[config.mk]
export PLATFORM = sky130hd
export DESIGN_NAME = lcw_mul
export DESIGN_NICKNAME = d
export VERILOG_FILES = /design/src/rtl/lcw_mul.sv
export SDC_FILE = /design/constraint.sdc
export NUM_CORES = 2
export LEC_CHECK = 0
export ABC_AREA = 1
export ABC_CLOCK_PERIOD_IN_PS = 7400
export BUFFER_PORTS_ARGS = -buffer_cell sky130_fd_sc_hd__buf_2
export CAP_MARGIN = 25
export CORE_AREA = 10 10 292 294
export DETAILED_ROUTE_END_ITERATION = 10
export DIE_AREA = 0 0 302 304
export PLACE_DENSITY = 0.74
export SLEW_MARGIN = 25
export SYNTH_ARGS = -nofsm -noshare
export SYNTH_HDL_FRONTEND = slang
export SYNTH_SLANG_ARGS = --single-unit
[constraint.sdc]
create_clock -name clk -period 7.4 [get_ports clk]
set_clock_uncertainty 0.15 [all_clocks]
set_input_delay 0.74 -clock clk [delete_from_list [all_inputs] [get_ports clk]]
set_output_delay 0.74 -clock clk [all_outputs]
set_load 0.1 [all_outputs]
[src/rtl/lcw_mul.sv]
// lcw_mul: shared 33x33 signed multiplier with registered product
// uses no package items
module lcw_mul (
  input  logic               clk,
  input  logic signed [32:0] a,
  input  logic signed [32:0] b,
  output logic signed [65:0] p
);

  always_ff @(posedge clk) begin
    p <= a * b;
  end

endmodule

==> run metrics <==
Post-DP Area=0.04779 sq mm; Initial Utilization=between 50 and 60%; outcome=finished clean; post-DP HPWL=107,100 um; Synth Flop Type=dfxtp_1; max_cap viols=0; first-pass GRT wire length=a little under 200,000 um; Nets=7,251; Largest stage delay, worst path=about 0.67 ns; largest net degree at the start of global routing=34; Worst EP arrival=roughly 7.3 ns; clock root buffer=clkbuf_16; Row Count=roughly 100; CP required=~7.5 ns; crit path buf inv count=6; DR WL/cell=approximately 17 um; max reg flops=66; DRC errors left=0; vias in the first global route=38,150; most frequent cells in the layout=1,888 x inv_1, 1,505 x nand2_1, 1,134 x fa_1; chip width=between 300 and 400 um; Mapped Cells=roughly 5,500; pin slew with the least headroom to its limit=between 0.6 and 0.7 ns; initial antenna violation count=5; Ys Warns=0; DRT Pass-1 Iters=6; gr usage total=27.11%; synthesized area=roughly 0.043 sq mm; area grow syn2layout=12.51%; Final min period=slightly above 7 ns; Reg with most FFs=p; H-tree levels=3; Routed Antenna Nets=0; initial detailed-routing violation count=~2,600; TritonCTS Buffers=9; period utilization=just under 100%; crit path capture type=flip-flop; most common cell after layout, fill and taps aside=inv_1; grt ovf=0; I/O pin total=roughly 130; Worst Hold Path Cells=5; Worst Hold Endpoint=p[0]; Clock transition at path regs=approximately 0.060 ns; Critical-path top delay cell=fa_2; Via density=about 5; Pins Over Slew Limit=0; syn nets=about 7,000; # fillers=between 6,000 and 7,000; synthesized area per cell=7.789 sq um; Yosys reg bits=66; Worst Hold Class=primary input to flip-flop; Cell Chain, Critical Path=buf_2, buf_12, nand2_1, fa_2, fa_2, fa_2, clkinvlp_4, buf_4, fa_1, inv_1, fa_1, fa_1, fa_1, fa_1, inv_1, ha_2, nand2_1, nor2_1, nand2_1, nor4_2, nand2_2, nand3_1, nand2_1; die area=0.09181 sq mm; Max Fclk=approximately 140 MHz; Most common cell on crit path=fa_1; clock sinks=between 60 and 70; Setup Viol. Count Final=0; Regs by FF count=p: 66 flops; routability cong.=approximately 1; number of synthesized flops with an enable pin=0; CTS tree=yes; PortBufs=132; post-synthesis sequential area ratio=slightly above 3%; Core ar.=between 0.07 and 0.08 sq mm; CP Max Fanout=19; # hold bufs at CTS=0; DIE HEIGHT=~300 um; final wirelength=120,100 um; hold slack final=0.9980 ns; share of flip-flops with an asynchronous set or reset=0%; RSZ-0062 raised after global routing=yes; final hold vios=0; Slew Limit Headroom=55.43%; Design Area, Final=0.04858 sq mm; Setup crit start kind=primary input; CP delay by family, top=adder cells; distinct cell type count after synthesis=35; Clock Path Buffers=2; layout cells sized above 1=11.72%; Vias=34,660; Hold Crit Start=a[0]; CP Class=primary input to flip-flop
## layer usage
metal	up-vias	global-route usage (%)	routed length [um]
li1	15550	-	-
met1	17210	32.74	44550
met2	1495	48.52	61390
met3	390	3.129	8234
met4	6	10.95	5852
met5	-	0	39
## worst max path at each step
stage | startpoint | endpoint | slack (ns) | cells after the start
after floorplan | a[32] | p[64] | 0.0009 | 24
after global placement | b[15] | p[60] | -0.51 | 26
after detailed placement | b[15] | p[60] | -0.55 | 26
after CTS | a[32] | p[60] | 0.03 | 25
after global routing | a[32] | p[62] | -0.08 | 25
final | a[32] | p[62] | 0.17 | 23
## Yosys cell counts, types with 5 or more instances
library cell  count  area, sq um
inv_1          1894         7109
a21oi_1          61        305.3
nand4_1          19        118.9
nand3_2           8        80.08
nand2_2          17        106.4
fa_1           1145        22920
o21bai_1         14        105.1
nor2_2           20        125.1
dfxtp_1          66         1321
ha_1            217         2715
or2_2             5        31.28
nand2_1        1517         5694
nor2_1          131        491.7
nand3_1          70        350.3
o21ai_0          19        95.09
xor2_1           37        324.1
nor3_1            7        35.03
clkbuf_1        262        983.4
## logic make-up (layout without fill, tap and decap cells)
kind of cell | after synthesis | count (layout) | synth area share [%]
AO/OA/AOI/OAI | 106 | 106 | 1.377
XOR/XNOR | 41 | 41 | 0.8317
adder cells (fa/ha/maj) | 1362 | 1362 | 59.38
buffers and inverters | 2158 | 2442 | 18.76
flip-flops | 66 | 66 | 3.060
other | 0 | 1 | 0
AND/OR/NAND/NOR | 1810 | 1810 | 16.59
## final cells by class
cell class              count  area [sq um]  share of cell area, %
flip-flops and latches     66          1321                  2.720
repair buffers            531          4422                  9.103
multi-input cells        3319         34060                  70.11
inverters                1895          7121                  14.66
clock inverters             7         102.6                 0.2112
well taps                1060          1326                  2.730
clock buffers               9         225.2                 0.4636
diodes                      1         2.502               0.005151
## per-stage QoR
stage	utilization, %	std cells	TNS [ns]	setup WS [ns]
final	61.00	6888	0	0.1708
after global routing	61.00	6888	-0.2715	-0.07765
after CTS	60.44	6874	0	0.02645
after detailed placement	60.01	6858	-5.434	-0.5536
after global placement	60.01	6858	-3.982	-0.5080
after floorplan	-	5543	0	0.0008682
## tightest hold or removal path: cells and delay by family
family	cells	cell delay, ns
and+or+nand+nor	1	0.08
buffers and inverters	4	0.61
## repair_timing
| item | 4_1_cts | 5_1_grt |
|---|---|---|
| setup buffers | 0 | 13 |
| pin swaps | 0 | 13 |
| endpoints found under the hold margin | 0 | 0 |
| endpoints found under the setup margin | 1 | 35 |
| resized for setup | 3 | 100 |
Power is not shown: default switching activity piles up to over one toggle a cycle in this logic, so the estimate is an artifact.
