## config.mk

```make
export PLATFORM = sky130hd
export DESIGN_NAME = lcw_isqrt
export DESIGN_NICKNAME = d
export VERILOG_FILES = /design/src/rtl/lcw_isqrt.sv
export SDC_FILE = /design/constraint.sdc
export NUM_CORES = 1
export LEC_CHECK = 0
export ABC_AREA = 1
export CAP_MARGIN = 20
export CORE_ASPECT_RATIO = 0.7
export CORE_MARGIN = 3
export CORE_UTILIZATION = 60
export DETAILED_ROUTE_END_ITERATION = 8
export DONT_BUFFER_PORTS = 1
export MAX_ROUTING_LAYER = met4
export PLACE_DENSITY = 0.76
export SETUP_SLACK_MARGIN = 0.5
export SLEW_MARGIN = 25
export SYNTH_ARGS = -nofsm -noshare
export SYNTH_HDL_FRONTEND = slang
export SYNTH_SLANG_ARGS = --single-unit
```

## constraint.sdc

```tcl
create_clock -name clk -period 7.4 [get_ports clk]
set_clock_uncertainty 0.05 [all_clocks]
set_input_delay 1.48 -clock clk [delete_from_list [all_inputs] [get_ports clk]]
set_output_delay 1.48 -clock clk [all_outputs]
set_load 0.02 [all_outputs]
```

## src/rtl/lcw_isqrt.sv

```systemverilog
// lcw_isqrt: floor square root of a 64-bit value, one root bit per cycle
// uses no package items
module lcw_isqrt (
  input  logic        clk,
  input  logic        rst,
  input  logic        start,
  input  logic [63:0] value,
  output logic        done,
  output logic [31:0] root
);

  logic        busy;
  logic [4:0]  cnt;
  logic [63:0] val;
  logic [32:0] rem;
  logic [34:0] rem_sh;
  logic [34:0] trial;

  assign rem_sh = {rem, val[63:62]};
  assign trial  = {1'b0, root, 2'b01};

  always_ff @(posedge clk) begin
    if (rst) begin
      busy <= 1'b0;
      done <= 1'b0;
      cnt  <= '0;
    end else begin
      done <= 1'b0;
      if (start) begin
        busy <= 1'b1;
        cnt  <= '0;
      end else if (busy) begin
        cnt <= cnt + 5'd1;
        if (&cnt) begin
          busy <= 1'b0;
          done <= 1'b1;
        end
      end
    end
  end

  always_ff @(posedge clk) begin
    if (start) begin
      val  <= value;
      rem  <= '0;
      root <= '0;
    end else if (busy) begin
      val <= {val[61:0], 2'b00};
      if (rem_sh >= trial) begin
        rem  <= 33'(rem_sh - trial);
        root <= {root[30:0], 1'b1};
      end else begin
        rem  <= rem_sh[32:0];
        root <= {root[30:0], 1'b0};
      end
    end
  end

endmodule

```

==> reports/results.txt <==
Die outline area -> 0.01495 sq mm
Switching pwr -> 0.001672 W
Per-instance average area after synthesis -> 7.005 sq um
Placement-stage cell area -> 0.008177 sq mm
Cells after Synth -> 1156
Area of the placeable core -> 0.01280 sq mm
Setup repair after global routing missed its margin -> no
Avg Vias per Cell -> 5.294
WL per Instance -> 15.00 microns
Arrival time of data at the critical path endpoint -> 3.72 ns
Final Non-Filler Cells -> 1335
Final wirelength -> 20030 microns
Detailed router's first-iteration violation count -> 662
Crit path max-delay cell type -> clkinv_2
Leading cell types in the layout, fill and taps excluded -> nand2_1, inv_1, nor2_1
Number of diodes added for antenna fixing -> 0
Initial DRT Pass Iterations -> 6
Final Hold Fails -> 0
Net Count, Synth -> 1259
Clk slew on worst S/H paths -> 0.06 ns
Last weighted congestion value of the routability-driven placer -> 0.9897
Post-synth EDFFs -> 64
Die extent in y -> 103.2 microns
Area of all placed cells without fillers -> 0.008786 sq mm
Share of layout cells above drive strength 1 -> 7.100%
GR Overflow Total -> 0
Residual antenna-violating net count after detailed routing -> 0
Cell variety after synth -> 44
CP startpoint kind -> input port
Register share of total power -> 25.5%
Result of the run -> finished clean
Growth of design area from synthesis to finish -> 8.498%
Cells after DPL -> 1303
Design internal power -> 0.001948 W
Via count of the first global-routing pass -> 6463
Largest net degree at the start of global routing -> 90
Endpoint kind of the worst setup timing path -> register
Worst Hold Depth -> 2
Setup TNS Final -> 0 ns
Final-report setup violation count -> 0
Cells along the critical path -> nor2_1 > clkinv_2 > buf_4 > o21ai_0
Clock share of power -> 24.6%
TritonCTS buffer count -> 17
Worst hold path class -> register to register
Global-route wire length before repair -> 31870 microns
Actual transition at the worst max-transition pin -> 0.9865 ns
Mapped Area -> 0.008098 sq mm
Leakage power of the design -> 4.394 nW
Register bit total from synthesis -> 136
Setup Fix Bufs, Post-CTS -> 0
Clock latency on the worst-skew pair -> 0.43 ns
Achievable clock frequency -> 290.9 MHz
Max VDD drop -> 0.2182 mV
Final critical delay including setup and external delays -> 3.438 ns
Cell Rows -> 34
Number of cells upsized or downsized after cts -> 0
Drt drc -> 0
Number of buffers added on ports -> 0
TritonCTS clock tree -> yes
FFs w/ async S/R, synth -> 0%
Effective utilization at floorplan -> 63.24%
CP required -> 7.68 ns
Power per cell area -> 411.9 mW/mm^2
Part of the power in combinational logic -> 49.9%
Number of levels in the clock H-tree -> 4
Slew margin rel. -> 34.14%
Type of the worst setup path -> input port to register
Critical path peak fanout -> 89
Most common library cell in the layout ignoring fill and taps -> nand2_1
Total number of vias -> 7067
Number of pins exceeding their max-slew limit in the final report -> 0
Delay of the slowest cell on the worst path -> 0.71 ns
Total Routing Usage GR -> 28.20%
Detailed Place HPWL -> 14430 microns
Max cap viols -> 0
Period utilization -> 46.46%
R2r worst-path depth -> 14
Number of sinks handled by clock tree synthesis -> 136
Net total in the final layout -> 1245
Most common flop cell mapped by yosys -> dfxtp_1
Clock Tree Root -> clkbuf_16
Initial antenna violation count -> 0
Switching portion of total power -> 46.18%
Die Span X -> 144.9 microns
# hold bufs at CTS -> 0
Proportion of synthesized chip area in sequential cells -> 41.53%
Count of pins on the block boundary -> 100
Max clock buf depth -> 2
Overall power of the completed layout -> 0.003619 W
Yosys warns -> 0
## synthesized netlist by cell type, types with 2 or more instances
cell      instances  area, sq um
nor2_1          105        394.1
ha_1             36        450.4
o21a_1            3        22.52
a21o_1            2        15.01
o21bai_1          8        60.06
inv_1           142        533.0
inv_2             9        33.78
nor3b_1           2        15.01
or2_1             3        18.77
nand2_2          16        100.1
a21oi_2           2        17.52
clkbuf_1         29        108.9
o21ai_1           9        45.04
nor2_2            8        50.05
o21ai_0          10        50.05
and2_1            3        18.77
dfxtp_1          72         1441
nor2_4            3        33.78
a211oi_1          2        15.01
nand3_1          55        275.3
xor2_1            3        26.28
o22ai_1          31        193.9
nand3b_1          6        45.04
nor4_1            2        12.51
or2_2             2        12.51
nand4_1          14        87.58
buf_6             2        22.52
a21oi_1          39        195.2
edfxtp_1         64         1922
nand2_1         455         1708
nor3_1            6        30.03
## critical path, delay by kind of cell
family	cells	cell delay [ns]
AOI/OAI and AO/OA	1	0.28
and+or+nand+nor	1	0.62
buffers and inverters	2	1.28
## worst paths after layout
| kind | start | to | slack [ns] |
|---|---|---|---|
| worst max register to register | root[8] | rem[0] | 4.49 |
| worst max-delay path | start | rem[0] | 3.96 |
| worst min-delay path | cnt[4] | cnt[4] | 0.42 |
| worst min register to register | cnt[4] | cnt[4] | 0.42 |
## sequential cells by signal, indices dropped and copies added, names as in the netlist
name,count
val,64
busy,1
rem,33
root,32
cnt,5
done,1
## power groups by stage
stage	Clock, W	Combinational [W]	Sequential (W)
floorplan	0	0.00140	0.000926
global placement	0	0.00173	0.000937
detailed placement	0	0.00175	0.000939
CTS	0.000895	0.00177	0.000924
global route	0.000928	0.00204	0.000933
finish	0.000889	0.00181	0.000924
## per-stage QoR
step / setup WS, ns / hold slack, ns / utilization (%)
floorplan: 3.044 / 0.3798 / -
global placement: 3.664 / 0.4047 / 63.86
detailed placement: 3.560 / 0.4096 / 63.86
CTS: 3.992 / 0.4182 / 68.61
global route: 3.651 / 0.4596 / 68.61
finish: 3.962 / 0.4205 / 68.61
## area by class of cell
class / instances / area (sq um)
timing repair buffer: 2 / 15.01
clock buffer: 17 / 425.4
tap: 180 / 225.2
sequential: 136 / 3363
inverter: 152 / 571.8
fill: 1120 / 4019
multi-input combinational: 833 / 4001
clock inverter: 15 / 183.9
## metal layers
layer	wire [microns]	GRT usage, %	vias up
li1	-	-	3638
met1	10150	42.58	3153
met2	7983	38.63	253
met3	1670	5.790	23
met4	227	6.738	0
met5	0	-	-
## kinds of logic (layout without fill, tap and decap cells)
family	count (synthesis)	count (layout)	synth area share, %
compound gates	108	108	7.803
flops	136	136	41.53
xor+xnor	3	3	0.3245
buf+inv	187	186	9.054
fa+ha+maj	36	36	5.562
simple gates	686	686	35.72
Note: power is estimated with default switching activity, not from simulation.
